[src/rtl/tls_pkg.sv]
// ----------------------------------------------------------------------------
// tls_pkg
// Shared types and constants of the text line segmenter.
// ----------------------------------------------------------------------------
`default_nettype none

package tls_pkg;

  localparam int MAX_ROWS_DEF        = 2048;
  localparam int MAX_LINE_HEIGHT_DEF = 16;
  localparam int KEY_COLOURS_DEF     = 8;

  localparam int KEY_REGS   = 8;
  localparam int KEY_IDX_W  = 3;
  localparam int CFG_IDX_W  = 4;
  localparam int CFG_DATA_W = 25;
  localparam int KEY_EN_BIT = 24;
  localparam int OUT_ROW_W  = 11;
  localparam int QDEPTH     = 4;
  localparam int QPTR_W     = 2;

  typedef logic [OUT_ROW_W-1:0] brow_t;

  // one boundary result
  typedef struct packed {
    brow_t row;
    logic  start;
  } res_t;

  // everything one pixel causes: one or two results
  typedef struct packed {
    res_t r0;
    res_t r1;
    logic two;
  } evt_t;

  // queue head as seen by the back end
  typedef struct packed {
    evt_t evt;
    logic empty;
  } qhead_t;

endpackage

`default_nettype wire

[src/rtl/tls_front.sv]
// ----------------------------------------------------------------------------
// tls_front
// Key colour registers, pixel classification and line tracking; packs the
// boundaries caused by one pixel into one event.
// ----------------------------------------------------------------------------
`default_nettype none

module tls_front #(
  parameter int MAX_ROWS        = tls_pkg::MAX_ROWS_DEF,
  parameter int MAX_LINE_HEIGHT = tls_pkg::MAX_LINE_HEIGHT_DEF,
  parameter int KEY_COLOURS     = tls_pkg::KEY_COLOURS_DEF
) (
  input  wire logic                          clk,
  input  wire logic                          rst_n,
  input  wire logic                          cfg_we,
  input  wire logic [tls_pkg::CFG_IDX_W-1:0] cfg_index,
  input  wire logic [tls_pkg::CFG_DATA_W-1:0] cfg_data,
  input  wire logic                          accept,
  input  wire logic [7:0]                    pixel_red,
  input  wire logic [7:0]                    pixel_green,
  input  wire logic [7:0]                    pixel_blue,
  input  wire logic                          row_end,
  input  wire logic                          frame_end,
  output tls_pkg::evt_t                      evt,
  output logic                               evt_push
);

  localparam int ROW_W = (MAX_ROWS > 2) ? $clog2(MAX_ROWS) : 1;
  localparam int HT_W  = $clog2(MAX_LINE_HEIGHT + 1);
  localparam logic [ROW_W-1:0] ROW_LAST = ROW_W'(MAX_ROWS - 1);
  localparam logic [HT_W-1:0]  HT_MAX   = HT_W'(MAX_LINE_HEIGHT);

  logic [tls_pkg::CFG_DATA_W-1:0] key_r [tls_pkg::KEY_REGS];
  logic [KEY_COLOURS-1:0]         hit;
  logic                           text;

  logic [ROW_W-1:0] row_r, row_nxt;
  logic             at_start_r, at_start_nxt;
  logic             open_r, open_nxt;
  logic [HT_W-1:0]  height_r, height_nxt;
  logic             has_text_r, has_text_nxt;

  logic [ROW_W-1:0] prev_row;
  logic             row_done;

  always_ff @(posedge clk) begin
    if (!rst_n) begin
      for (int k = 0; k < tls_pkg::KEY_REGS; k++) key_r[k] <= '0;
    end else if (cfg_we && cfg_index < tls_pkg::CFG_IDX_W'(tls_pkg::KEY_REGS)) begin
      key_r[cfg_index[tls_pkg::KEY_IDX_W-1:0]] <= cfg_data;
    end
  end

  for (genvar k = 0; k < KEY_COLOURS; k++) begin : g_key
    assign hit[k] = key_r[k][tls_pkg::KEY_EN_BIT] &&
                    key_r[k][tls_pkg::KEY_EN_BIT-1:0] == {pixel_red, pixel_green, pixel_blue};
  end
  assign text = |hit;

  assign prev_row = (row_r == '0) ? ROW_LAST : row_r - ROW_W'(1);
  assign row_done = row_end || frame_end;

  always_comb begin
    logic            has0, open0, hclose, opened, open1, has1, bclose, open2;
    logic            fclose, drop, got0;
    logic [HT_W-1:0] h0, h1;
    logic [3:0]      c_v;
    tls_pkg::res_t   c [4];

    has0   = at_start_r ? 1'b0 : has_text_r;
    open0  = open_r;
    h0     = height_r;
    h1     = height_r;
    hclose = 1'b0;
    if (at_start_r && open_r) begin
      h1 = (height_r < HT_MAX) ? height_r + HT_W'(1) : height_r;
      if (h1 >= HT_MAX) begin
        hclose = 1'b1;
        open0  = 1'b0;
        h0     = '0;
      end else begin
        h0 = h1;
      end
    end

    opened = text && !open0;
    open1  = open0 || text;
    has1   = has0 || text;
    if (opened) h0 = '0;

    // a whole row without text closes the line at the row before
    bclose = row_done && !has1 && open1;
    open2  = open1 && !bclose;
    fclose = frame_end && open2;
    // height close plus a one-row line at frame end: drop the one-row line
    drop   = frame_end && hclose && opened;

    c_v[0] = hclose;
    c[0]   = '{row: tls_pkg::brow_t'(prev_row), start: 1'b0};
    c_v[1] = opened && !drop;
    c[1]   = '{row: tls_pkg::brow_t'(row_r), start: 1'b1};
    c_v[2] = bclose;
    c[2]   = '{row: tls_pkg::brow_t'(prev_row), start: 1'b0};
    c_v[3] = fclose && !drop;
    c[3]   = '{row: tls_pkg::brow_t'(row_r), start: 1'b0};

    evt  = '0;
    got0 = 1'b0;
    for (int i = 0; i < 4; i++) begin
      if (c_v[i]) begin
        if (!got0) begin
          evt.r0 = c[i];
          got0   = 1'b1;
        end else begin
          evt.r1  = c[i];
          evt.two = 1'b1;
        end
      end
    end
    evt_push = accept && (c_v != '0);

    if (row_done) begin
      row_nxt      = frame_end ? '0 : ((row_r == ROW_LAST) ? '0 : row_r + ROW_W'(1));
      at_start_nxt = 1'b1;
      open_nxt     = frame_end ? 1'b0 : open2;
      height_nxt   = (frame_end || bclose) ? '0 : h0;
      has_text_nxt = 1'b0;
    end else begin
      row_nxt      = row_r;
      at_start_nxt = 1'b0;
      open_nxt     = open1;
      height_nxt   = h0;
      has_text_nxt = has1;
    end
  end

  always_ff @(posedge clk) begin
    if (!rst_n) begin
      row_r      <= '0;
      at_start_r <= 1'b1;
      open_r     <= 1'b0;
      height_r   <= '0;
      has_text_r <= 1'b0;
    end else if (accept) begin
      row_r      <= row_nxt;
      at_start_r <= at_start_nxt;
      open_r     <= open_nxt;
      height_r   <= height_nxt;
      has_text_r <= has_text_nxt;
    end
  end

endmodule

`default_nettype wire

[src/rtl/tls_queue.sv]
// ----------------------------------------------------------------------------
// tls_queue
// Short event queue between the front and the back end.
// ----------------------------------------------------------------------------
`default_nettype none

module tls_queue (
  input  wire logic           clk,
  input  wire logic           rst_n,
  input  wire logic           push,
  input  wire tls_pkg::evt_t  push_evt,
  output logic                full,
  input  wire logic           pop,
  output tls_pkg::qhead_t     head
);

  tls_pkg::evt_t                mem_r [tls_pkg::QDEPTH];
  logic [tls_pkg::QPTR_W-1:0]   wr_ptr_r, rd_ptr_r;
  logic [tls_pkg::QPTR_W:0]     cnt_r, cnt_nxt;
  logic                         do_push, do_pop;

  assign full       = cnt_r == (tls_pkg::QPTR_W+1)'(tls_pkg::QDEPTH);
  assign head.empty = cnt_r == '0;
  assign head.evt   = mem_r[rd_ptr_r];
  assign do_push    = push && !full;
  assign do_pop     = pop && !head.empty;

  always_comb begin
    cnt_nxt = cnt_r;
    if (do_push && !do_pop) cnt_nxt = cnt_r + 1'b1;
    else if (!do_push && do_pop) cnt_nxt = cnt_r - 1'b1;
  end

  always_ff @(posedge clk) begin
    if (do_push) mem_r[wr_ptr_r] <= push_evt;
  end

  always_ff @(posedge clk) begin
    if (!rst_n) begin
      wr_ptr_r <= '0;
      rd_ptr_r <= '0;
      cnt_r    <= '0;
    end else begin
      if (do_push) wr_ptr_r <= wr_ptr_r + 1'b1;
      if (do_pop) rd_ptr_r <= rd_ptr_r + 1'b1;
      cnt_r <= cnt_nxt;
    end
  end

endmodule

`default_nettype wire

[src/rtl/tls_back.sv]
// ----------------------------------------------------------------------------
// tls_back
// Back end: hands out the one or two results of the head event in order.
// ----------------------------------------------------------------------------
`default_nettype none

module tls_back (
  input  wire logic                          clk,
  input  wire logic                          rst_n,
  input  wire tls_pkg::qhead_t               head,
  output logic                               head_pop,
  output logic                               out_empty,
  input  wire logic                          out_pop,
  output logic [tls_pkg::OUT_ROW_W-1:0]      out_boundary_row,
  output logic                               out_is_line_start,
  output logic                               out_last_of_run
);

  logic          sel_r;
  tls_pkg::res_t cur;
  logic          beat;

  assign cur               = sel_r ? head.evt.r1 : head.evt.r0;
  assign out_empty         = head.empty;
  assign out_boundary_row  = cur.row;
  assign out_is_line_start = cur.start;
  assign out_last_of_run   = sel_r || !head.evt.two;
  assign beat              = out_pop && !head.empty;
  assign head_pop          = beat && out_last_of_run;

  always_ff @(posedge clk) begin
    if (!rst_n) begin
      sel_r <= 1'b0;
    end else if (beat) begin
      sel_r <= !out_last_of_run;
    end
  end

endmodule

`default_nettype wire

[src/rtl/text_line_segmenter.sv]
// ----------------------------------------------------------------------------
// text_line_segmenter
// Finds the top and bottom rows of text lines in a raster RGB stream.
// ----------------------------------------------------------------------------
// channel   direction  handshake          payload
// in_       input      in_push / in_full  pixel_red/green/blue, row_end, frame_end
// out_      output     out_pop / out_empty boundary_row, is_line_start, last_of_run
// cfg_      input      cfg_valid/cfg_ready cfg_index, cfg_data
//
// one pixel a cycle is taken while the event queue has room; classification
// and line tracking finish in the cycle the pixel is accepted.
// a pixel gives zero, one or two results; the back end hands out one result
// a cycle while out_pop is high, so pixels giving two results take two pops.
// the four-entry event queue lets the front keep taking pixels while results
// wait; in_full rises only when the queue holds four events.
// synchronous reset clears the key registers, line state and the queue.
// ----------------------------------------------------------------------------
`default_nettype none

module text_line_segmenter #(
  parameter int MAX_ROWS        = tls_pkg::MAX_ROWS_DEF,
  parameter int MAX_LINE_HEIGHT = tls_pkg::MAX_LINE_HEIGHT_DEF,
  parameter int KEY_COLOURS     = tls_pkg::KEY_COLOURS_DEF
) (
  input  wire logic                           clk,
  input  wire logic                           rst_n,
  input  wire logic                           in_push,
  output logic                                in_full,
  input  wire logic [7:0]                     in_pixel_red,
  input  wire logic [7:0]                     in_pixel_green,
  input  wire logic [7:0]                     in_pixel_blue,
  input  wire logic                           in_row_end,
  input  wire logic                           in_frame_end,
  output logic                                out_empty,
  input  wire logic                           out_pop,
  output logic [tls_pkg::OUT_ROW_W-1:0]       out_boundary_row,
  output logic                                out_is_line_start,
  output logic                                out_last_of_run,
  input  wire logic                           cfg_valid,
  output logic                                cfg_ready,
  input  wire logic [tls_pkg::CFG_IDX_W-1:0]  cfg_index,
  input  wire logic [tls_pkg::CFG_DATA_W-1:0] cfg_data
);

  tls_pkg::evt_t   evt;
  logic            evt_push;
  logic            head_pop;
  tls_pkg::qhead_t head;
  logic            accept;

  assign cfg_ready = 1'b1;
  assign accept    = in_push && !in_full;

  tls_front #(
    .MAX_ROWS        (MAX_ROWS),
    .MAX_LINE_HEIGHT (MAX_LINE_HEIGHT),
    .KEY_COLOURS     (KEY_COLOURS)
  ) u_front (
    .clk         (clk),
    .rst_n       (rst_n),
    .cfg_we      (cfg_valid && cfg_ready),
    .cfg_index   (cfg_index),
    .cfg_data    (cfg_data),
    .accept      (accept),
    .pixel_red   (in_pixel_red),
    .pixel_green (in_pixel_green),
    .pixel_blue  (in_pixel_blue),
    .row_end     (in_row_end),
    .frame_end   (in_frame_end),
    .evt         (evt),
    .evt_push    (evt_push)
  );

  tls_queue u_queue (
    .clk      (clk),
    .rst_n    (rst_n),
    .push     (evt_push),
    .push_evt (evt),
    .full     (in_full),
    .pop      (head_pop),
    .head     (head)
  );

  tls_back u_back (
    .clk               (clk),
    .rst_n             (rst_n),
    .head              (head),
    .head_pop          (head_pop),
    .out_empty         (out_empty),
    .out_pop           (out_pop),
    .out_boundary_row  (out_boundary_row),
    .out_is_line_start (out_is_line_start),
    .out_last_of_run   (out_last_of_run)
  );

endmodule

`default_nettype wire

[config.mk]
export PLATFORM = sky130hd
export DESIGN_NAME = text_line_segmenter
export DESIGN_NICKNAME = d
export VERILOG_FILES = /design/src/rtl/tls_pkg.sv /design/src/rtl/tls_front.sv /design/src/rtl/tls_queue.sv /design/src/rtl/tls_back.sv /design/src/rtl/text_line_segmenter.sv
export SDC_FILE = /design/constraint.sdc
export NUM_CORES = 1
export LEC_CHECK = 0
export BUFFER_PORTS_ARGS = -buffer_cell sky130_fd_sc_hd__buf_4
export CAP_MARGIN = 10
export CORE_ASPECT_RATIO = 1.5
export CORE_MARGIN = 5
export CORE_UTILIZATION = 30
export CTS_CLUSTER_DIAMETER = 50
export DETAILED_ROUTE_END_ITERATION = 8
export PLACE_DENSITY_LB_ADDON = 0.08
export SETUP_SLACK_MARGIN = 0.15
export SYNTH_ARGS = -nofsm -noshare
export SYNTH_HDL_FRONTEND = slang
export SYNTH_SLANG_ARGS = --single-unit
[constraint.sdc]
create_clock -name clk -period 4.08 [get_ports clk]
set_input_delay 0.612 -clock clk [delete_from_list [all_inputs] [get_ports clk]]
set_output_delay 0.612 -clock clk [all_outputs]
set_load 0.005 [all_outputs]
==> run metrics, run 1 <==
average size of a mapped cell=13.6 um2; unrepaired setup endpoints after global routing=no; CTS clk-pin slew, worst paths=0.06 ns; Yosys reg bits=329; clk buf depth=3; Die ar.=56700 um2; Hold Buf Count CTS=0; post-route minimum period=3.51 ns; PostCTS Resize Cnt=0; number of fillers in the final layout=5074; CTS Buf Count=38; WL met3=1110 um; post-synth net total=1215; PwrDens=429 nW/um2; Post-CTS Setup Bufs=0; Finished Layout Cells=1961; row count=102; WHS Path Cells=2; clock latency on the worst-skew pair=0.55 ns; Slew headroom=41.6%; Via-to-Cell Ratio=4.60; pin count of the biggest net entering global routing=32; Initial Util=30.2%; area delta synth->final=18.3%; first-pass GRT wire length=67100 um; Chip Width=196 um; status=finished clean; Antenna Violating Nets Remaining=0; CORE AREA=51600 um2; worst slew pin tran=0.852 ns; Post-layout nets=1324; Worst EP arrival=3.96 ns; GP Congestion=0.753; Synth Instances=1146; Total Routing Usage GR=16.3%; DRT Wirelength=46300 um; final hold vios=0; commonest non-fill, non-tap cell in the layout=edfxtp_1; Ys Warns=0; TritonCTS clock tree=done; final HPWL from detailed placement=32300 um; Clock Sinks=329; Placed Cells=1891; most frequent cells in the layout=edfxtp_1 (300), and2_1 (210), xnor2_1 (191); skew final=0.0325 ns; antenna violations before repair=0; Max Clk Rate=0.285 GHz; remaining global-route overflow=0; setup tns final=0 ns; critical path startpoint category=flip-flop; drt pass-1 iters=6; Routed met2 length=27000 um; Async S/R FF share, synth=0%; Synth Flop Type=edfxtp_1; r2r worst-path depth=16; CTS Root Cell=clkbuf_16; die height=289 um; Max Cap Viol=0; Critical Path RT=4.53 ns; Worst VDD drop=239 uV; vias=9016; Final Setup Violations=0; wire length per cell=23.6 um; library cells used by synthesis=53; CP Max Fanout=2; Crit Path Category=reg2reg; top layer reached by signal wires=met4; io pins=76; # port buffers=74; vias in the first global route=9595; Crit. End Element=flip-flop; register area share after synthesis=61.5%; Leak Pwr=6.26 nW; Metal-1 WL=16800 um; final worst-path cycle share=86.0%; H-tree Lvls=2; # diodes=0; Hold Path Class=in2reg; Initial DRC Count=370; layout cells sized above 1=19.8%; Post-synth EDFFs=300; DRC viols=0; Slew Limit Fails=0; Syn Std Cell Area=15600 um2
critical path, cell delays in order (launching register included):
cell and delay, ns:
edfxtp_1 0.39, xnor2_1 0.38, buf_4 0.18, nand4_1 0.14
nor3_1 0.16, buf_4 0.16, a22oi_1 0.11, nand4_2 0.19
mux2i_1 0.30, o21ai_4 0.08, inv_1 0.08, ha_1 0.17
inv_1 0.06, fa_1 0.37, xor2_1 0.15, or3_1 0.30
a21boi_0 0.19
layer usage:
layer  vias to the layer above  track usage (%)
li1                       4283                -
met1                      4546             17.2
met2                       127             33.1
met3                        60             1.83
met4                         0             5.15
met5                         -                0
power by group:
| group | internal, mW | switching (mW) | leakage [nW] |
|---|---|---|---|
| Combinational | 0.234 | 0.349 | 2.58 |
| Sequential | 3.78 | 0.0536 | 3.07 |
| Clock | 2.08 | 1.41 | 0.608 |
cell families after synthesis:
kind of cell               Yosys count  synth area share (%)
AOI/OAI and AO/OA                   64                  2.82
muxes                               43                  4.86
xor gates and xnor gates           204                  11.5
buffers and inverters               84                  3.23
other                                1                0.0240
and+or+nand+nor                    412                  15.3
DFF                                329                  61.5
adders and majority gates            9                 0.770
cell type report:
| class | instances | area, um2 | area share [%] |
|---|---|---|---|
| inverters | 16 | 60.1 | 0.325 |
| flip-flops and latches | 329 | 9590 | 52.0 |
| multi-input cells | 733 | 5590 | 30.3 |
| clock inverters | 22 | 255 | 1.38 |
| repair buffers | 137 | 1100 | 5.98 |
| well taps | 676 | 846 | 4.58 |
| clock buffers | 48 | 1010 | 5.47 |
state kept, by name, summed over array words and instances (netlist names), named ones only:
| name | cells |
|---|---|
| u_queue.rd_ptr_r | 2 |
| u_front.row_r | 11 |
| u_queue.mem_r | 100 |
| u_front.at_start_r | 1 |
| u_back.sel_r | 1 |
| u_front.key_r | 200 |
| u_front.height_r | 5 |
| u_queue.wr_ptr_r | 2 |
| u_front.open_r | 1 |
| u_front.has_text_r | 1 |
| u_queue.cnt_r | 3 |
cells in the mapped netlist, types with 13 or more instances:
cell	instances	area, um2
nand3_1	13	65.1
o21ai_0	17	85.1
inv_1	16	60.1
nand2_1	42	158
nand2b_1	14	87.6
nor2_1	28	105
nand4_1	43	269
dfxtp_1	29	581
and2_1	210	1310
nor3_1	17	85.1
clkbuf_1	37	139
edfxtp_1	300	9010
buf_6	21	236
xnor2_1	191	1670
mux4_2	25	563
metrics by stage:
step                utilization, %  setup slack [ns]  total power [mW]  instance area (um2)  hold WS (ns)
detailed placement            33.3            0.0885              4.51                17200         0.474
global placement              33.3             0.127              4.51                17200         0.467
finish                        35.8             0.571              7.91                18500         0.418
global route                  35.8             0.346              8.18                18500         0.420
floorplan                        -             0.571              4.22                15600         0.451
CTS                           35.8             0.477              8.04                18500         0.398
final timing paths:
kind                             from                  end  slack [ns]
setup / recovery  u_front.key_r[4][2]     u_queue.cnt_r[2]        0.57
hold / removal            cfg_data[8]  u_front.key_r[1][8]        0.42
setup reg to reg  u_front.key_r[4][2]     u_queue.cnt_r[2]        0.57
hold reg to reg    u_front.has_text_r   u_front.has_text_r        0.48
Power figures use the tool's default switching activity.
==> inputs of run 2 (changes only) <==
ABC_AREA = 1   (was not set)
PLACE_DENSITY_LB_ADDON = 0.12   (was 0.08)
==> run 2 against run 1 <==
  * Clock skew fell by 0.010 ns
  * Routed wire length rose by 56%
  * Sequential cell count did not move
  * Power rose by 8.1%
  * Critical endpoint unchanged
  * Largest cell class unchanged
  * Highest routed layer unchanged
==> run metrics, run 2 <==
pin count of the biggest net entering global routing=49; most frequent cells in the layout=nand2_1 (563), nor2_1 (505), edfxtp_1 (300); post-synth net total=2246; post-route minimum period=3.42 ns; Synth area leaders=edfxtp_1 (51%), nand2_1 (12%), nor2_1 (11%); Post-CTS Setup Bufs=0; Synth Flop Type=edfxtp_1; Slew Limit Fails=0; M3 GR Usage=2.23%; # port buffers=74; Antenna Violating Nets Remaining=0; antenna violations before repair=0; Yosys reg bits=329; met2 global-route usage=46.3%; Leak Pwr=8.91 nW; Slew headroom=54.7%; library cells used by synthesis=43; Chip Width=208 um; Critical Path RT=4.52 ns; Via-to-Cell Ratio=4.75; TritonCTS clock tree=done; worst slew pin tran=0.679 ns; Max Cap Viol=0; area delta synth->final=16.7%; CTS Buf Count=42; CTS Root Cell=clkbuf_16; PostCTS Resize Cnt=0; placed inst area=19300 um2; Synth Area in Simple Gates=27.8%; # diodes=0; Die ar.=64100 um2; DRC viols=0; number of flip-flops in the largest register=200; vias in the first global route=15253; final worst-path cycle share=83.9%; CP Max Fanout=9; status=finished clean; R2R Setup Slk=0.66 ns; DRT Wirelength=72200 um; Slowest cell on crit path=edfxtp_1; Worst VDD drop=291 uV; CP dominant cell by count=nand2_1; clk buf depth=3; Crit Path Category=reg2reg; largest family of logic cells by synthesized area=simple AND/OR/NAND/NOR gates; top cells by instance count after synthesis=nand2_1 (563), nor2_1 (509), edfxtp_1 (300), inv_1 (258), o21ai_0 (121); slowest stage delay, CP=0.47 ns; Final Setup Violations=0; H-tree Lvls=2; Yosys top cell by area=edfxtp_1; Most flops, register=u_front.key_r; multiplexer area fraction after synthesis=0%; Post-synth EDFFs=300; row count=109; io pins=76; drt pass-1 iters=5; Syn Std Cell Area=17700 um2; remaining global-route overflow=0; final HPWL from detailed placement=57200 um; setup tns final=0 ns; Hold Buf Count CTS=0; met1 usage=20.2%; Synth Area in Compound Gates=6.14%; GP Congestion=1.00; Largest regs=u_front.key_r: 200 flops, u_queue.mem_r: 100 flops, u_front.row_r: 11 flops; Initial DRC Count=786; Hold Path Class=in2reg; most frequent cell after synthesis=nand2_1; Crit. End Element=flip-flop; Async S/R FF share, synth=0%; CTS clk-pin slew, worst paths=0.06 ns; final hold vios=0; Initial Util=30.1%; Post-layout nets=2344; Yosys top cell area share=50.9%; Total Routing Usage GR=22.3%; skew final=0.0221 ns; average size of a mapped cell=8.13 um2; first-pass GRT wire length=103000 um; PwrDens=414 nW/um2; Worst EP arrival=3.87 ns; vias=14624; Top Usage Layer GRT=met2; Synth Area in Adders=0.679%; clock latency on the worst-skew pair=0.57 ns; Max Clk Rate=0.292 GHz; CORE AREA=58800 um2; cells along the critical path=inv_1 > nand2_1 > nand2_1 > inv_1 > nand2_1 > nor2_1 > nand2_1 > nor2_1 > nand2_1 > nand2_1 > nor2_2 > nand3_2 > nor2_4 > nor2_4 > nand2_2 > nand2_4 > inv_1 > ha_1 > inv_1 > fa_1 > a21oi_1 > o21ai_0 > o21ai_0 > a21oi_1; wire length per cell=23.4 um; number of fillers in the final layout=6171; Synth Instances=2177; register area share after synthesis=54.2%; Ys Warns=0; layout cells sized above 1=10.2%; Clock Sinks=329; critical path startpoint category=flip-flop; Design Area, Final=20700 um2; die height=307 um; unrepaired setup endpoints after global routing=no; XOR/XNOR Fraction of Synth Area=3.12%; commonest non-fill, non-tap cell in the layout=nand2_1
## run 2: changes by cell type after synthesis, moves of 25 or more
| cell | previous run | this run |
|---|---|---|
| nand2_1 | 42 | 563 |
| nor2_1 | 28 | 509 |
| inv_1 | 16 | 258 |
| and2_1 | 210 | 5 |
| xnor2_1 | 191 | 41 |
| o21ai_0 | 17 | 121 |
| nand3_1 | 13 | 56 |
| mux4_2 | 25 | 0 |
## run 2: cell families (layout without fill, tap and decap cells)
| kind of cell | Yosys count | after routing |
|---|---|---|
| AND/OR/NAND/NOR | 1222 | 1222 |
| AO/OA/AOI/OAI | 205 | 205 |
| buffers and inverters | 348 | 475 |
| flip-flops | 329 | 329 |
| XOR/XNOR | 63 | 63 |
| adder cells (fa/ha/maj) | 9 | 9 |
| other | 1 | 1 |
## run 2: layout make-up
class	instances	area, um2	share of cell area [%]
multi-input cells	1500	6690	32.4
clock buffers	50	1140	5.54
clock inverters	23	231	1.12
inverters	279	1050	5.09
repair buffers	123	986	4.77
flip-flops and latches	329	9590	46.4
well taps	777	972	4.71
## run 2: worst max-delay path, delay by kind of cell (launching register included)
| family | cells | cell delay, ns |
|---|---|---|
| AO/OA/AOI/OAI | 4 | 0.46 |
| AND/OR/NAND/NOR | 14 | 1.55 |
| adder cells (fa/ha/maj) | 2 | 0.51 |
| buffers and inverters | 4 | 0.30 |
| flip-flops | 1 | 0.47 |
## run 2: per-layer routing
metal	vias to the layer above	share of wire (%)
met5	-	0
met4	0	7.2
met3	165	2.4
met2	348	58
met1	6962	32
li1	7149	-
## run 2: worst paths after layout
path,startpoint,endpoint,cells after the start
worst max-delay path,u_front.key_r[2][21],u_queue.cnt_r[2],24
worst min-delay path,in_row_end,u_front.open_r,4
worst max register to register,u_front.key_r[2][21],u_queue.cnt_r[2],24
worst min register to register,u_queue.rd_ptr_r[1],flip-flop,2
## run 2: where the power goes
group	total (mW)	leakage [nW]	internal (mW)	switching, mW
registers	3.88	3.07	3.78	0.0939
clock network	3.78	0.672	2.21	1.56
logic	0.896	5.17	0.257	0.639
total	8.55	8.91	6.25	2.30
## run 2: stage by stage
step	hold WS [ns]	setup WS [ns]	total power, mW	util (%)	instances
2_1_floorplan	0.436	0.681	4.39	-	2177
4_1_cts	0.360	0.627	8.65	35.1	3081
6_report	0.383	0.656	8.55	35.1	3081
3_5_place_dp	0.457	0.116	4.85	32.8	3008
5_1_grt	0.396	0.423	8.85	35.1	3081
3_3_place_gp	0.449	0.00448	4.85	32.8	3008
==> inputs of run 3 (changes only) <==
ABC_AREA = 0   (was 1)
clock period = 3 ns   (was 4.08 ns; I/O delays follow)
==> run 3 against run 2 <==
  * The flow now finishes with violations (negative setup slack)
  * Sequential cell count unchanged
  * First-iteration DRC count is 55% lower
  * Cell area is 7.1% lower
  * Combinational power decreased by 2%
  * Sequential share of layout area rose by 3.6 points
==> run metrics, run 3 (synthesis gave the netlist of run 1 again) <==
Die ar.=56700 um2; DRC viols=0; Crit Path Category=reg2reg; CTS Root Cell=clkbuf_16; worst slew pin tran=0.787 ns; skew final=0.0185 ns; Slew headroom=47.4%; Hold Buf Count CTS=0; Sw Pwr=2.53 mW; drt pass-1 iters=4; start of the worst register-to-register path=u_front.key_r[6][2]; number of fillers in the final layout=5078; Clk pwr share=42.9%; Hold Path Class=in2reg; area delta synth->final=23.1%; r2r worst-path depth=15; antenna violations before repair=1; # diodes=0; Leak Pwr=6.67 nW; Initial Util=30.2%; post-route minimum period=3.29 ns; WHS Path Cells=2; # port buffers=74; GP Congestion=0.819; io pins=76; unrepaired setup endpoints after global routing=yes; CP Max Fanout=2; fin worst setup slack=-0.286 ns; first-pass GRT wire length=68400 um; Slew Limit Fails=0; sequential power share=48.9%; Post-layout nets=1393; number of flip-flops in the largest register=200; Worst EP arrival=3.75 ns; failing checks=negative setup slack; Max Cap Viol=0; CTS Buf Count=40; vias in the first global route=9932; H-tree Lvls=2; vias=9400; clock latency on the worst-skew pair=0.54 ns; Max Clk Rate=0.304 GHz; CTS clk-pin slew, worst paths=0.06 ns; Chip Width=196 um; Total Routing Usage GR=16.5%; Clock Sinks=329; Final Setup Violations=50; crit path from=u_front.key_r[6][2]; Sw Ratio=23.7%; area of the multi-input gates=5730 um2; commonest non-fill, non-tap cell in the layout=edfxtp_1; final HPWL from detailed placement=32500 um; DRT Wirelength=47200 um; most frequent cells in the layout=edfxtp_1 (300), and2_1 (210), buf_4 (188); Largest regs=u_front.key_r: 200 flops, u_queue.mem_r: 100 flops, u_front.row_r: 11 flops; FF+latch area=9590 um2; Setup crit end=u_queue.cnt_r[2]; Reg-to-Reg End=u_queue.cnt_r[2]; Placed Cells=1949; pin count of the biggest net entering global routing=31; Antenna Violating Nets Remaining=0; Most flops, register=u_front.key_r; row count=102; status=complete, but fails checks; critical path startpoint category=flip-flop; Worst VDD drop=415 uV; Comb pwr share=8.3%; wire length per cell=23.2 um; Initial DRC Count=351; clk buf depth=3; Critical Path RT=3.46 ns; PwrDens=556 nW/um2; total power=10.7 mW; R2R Setup Slk=-0.29 ns; layout cells sized above 1=25.5%; TritonCTS clock tree=done; internal power=8.13 mW; die height=289 um; remaining global-route overflow=0; final hold vios=0; Crit. End Element=flip-flop; final worst-path cycle share=110%; CORE AREA=51600 um2; Finished Layout Cells=2029; Via-to-Cell Ratio=4.63
## run 3: per-layer routing
layer	wire [um]	up-vias	GRT usage (%)
met3	1250	74	2.04
met1	16900	4728	17.2
met5	0	-	0
li1	-	4436	-
met2	27000	162	33.1
met4	2020	0	6.69
## run 3: cell type report
type,instances,share of cell area (%)
clock inverter,22,0.835
tap,676,4.41
clock buffer,49,5.50
multi-input combinational,734,29.9
sequential,329,50.0
inverter,16,0.313
timing repair buffer,203,9.09
## run 3: power by group through the flow
stage	combinational [mW]	clock, mW	sequential (mW)
after CTS	0.911	4.73	5.21
after detailed placement	0.905	0	5.31
after floorplan	0.443	0	5.30
final	0.881	4.57	5.21
after global placement	0.908	0	5.30
after global routing	0.941	4.88	5.22
## run 3: worst min path at each step
stage / start / end / slack (ns)
3_3_place_gp: u_front.has_text_r / u_front.has_text_r / 0.47
4_1_cts: cfg_data[9] / u_front.key_r[0][9] / 0.23
6_report: cfg_data[9] / u_front.key_r[7][9] / 0.26
5_1_grt: cfg_data[23] / u_front.key_r[2][23] / 0.26
2_1_floorplan: u_front.height_r[3] / u_front.height_r[3] / 0.45
3_5_place_dp: u_front.height_r[1] / u_front.height_r[1] / 0.49
## run 3: timing repair
item,4_1_cts,5_1_grt
setup buffers,3,1
pin swaps,0,1
resized for setup,12,5
setup endpoints to repair,157,151
gates cloned,5,0
## run 3: worst max-delay path: stages (launching register included)
cell and delay [ns]:
edfxtp_1 0.37, xnor2_1 0.21, buf_4 0.18, nand4_1 0.15, nor4_1 0.38, a22oi_1 0.21, nand4_4 0.17, mux2i_4 0.26
o21ai_4 0.09, inv_2 0.11, ha_4 0.13, inv_2 0.03, fa_2 0.33, xor2_1 0.15, or3_1 0.30, a21boi_1 0.12
## run 3: per-stage QoR
step / util (%) / hold slack (ns) / cell area [um2] / setup TNS [ns] / setup WS (ns)
floorplan: - / 0.451 / 15700 / -17.29 / -0.229
global placement: 34.4 / 0.473 / 17700 / -46.35 / -0.725
detailed placement: 34.4 / 0.491 / 17700 / -42.49 / -0.686
CTS: 37.1 / 0.229 / 19200 / -4.14 / -0.331
global route: 37.2 / 0.257 / 19200 / -5.42 / -0.398
finish: 37.2 / 0.257 / 19200 / -0.984 / -0.286
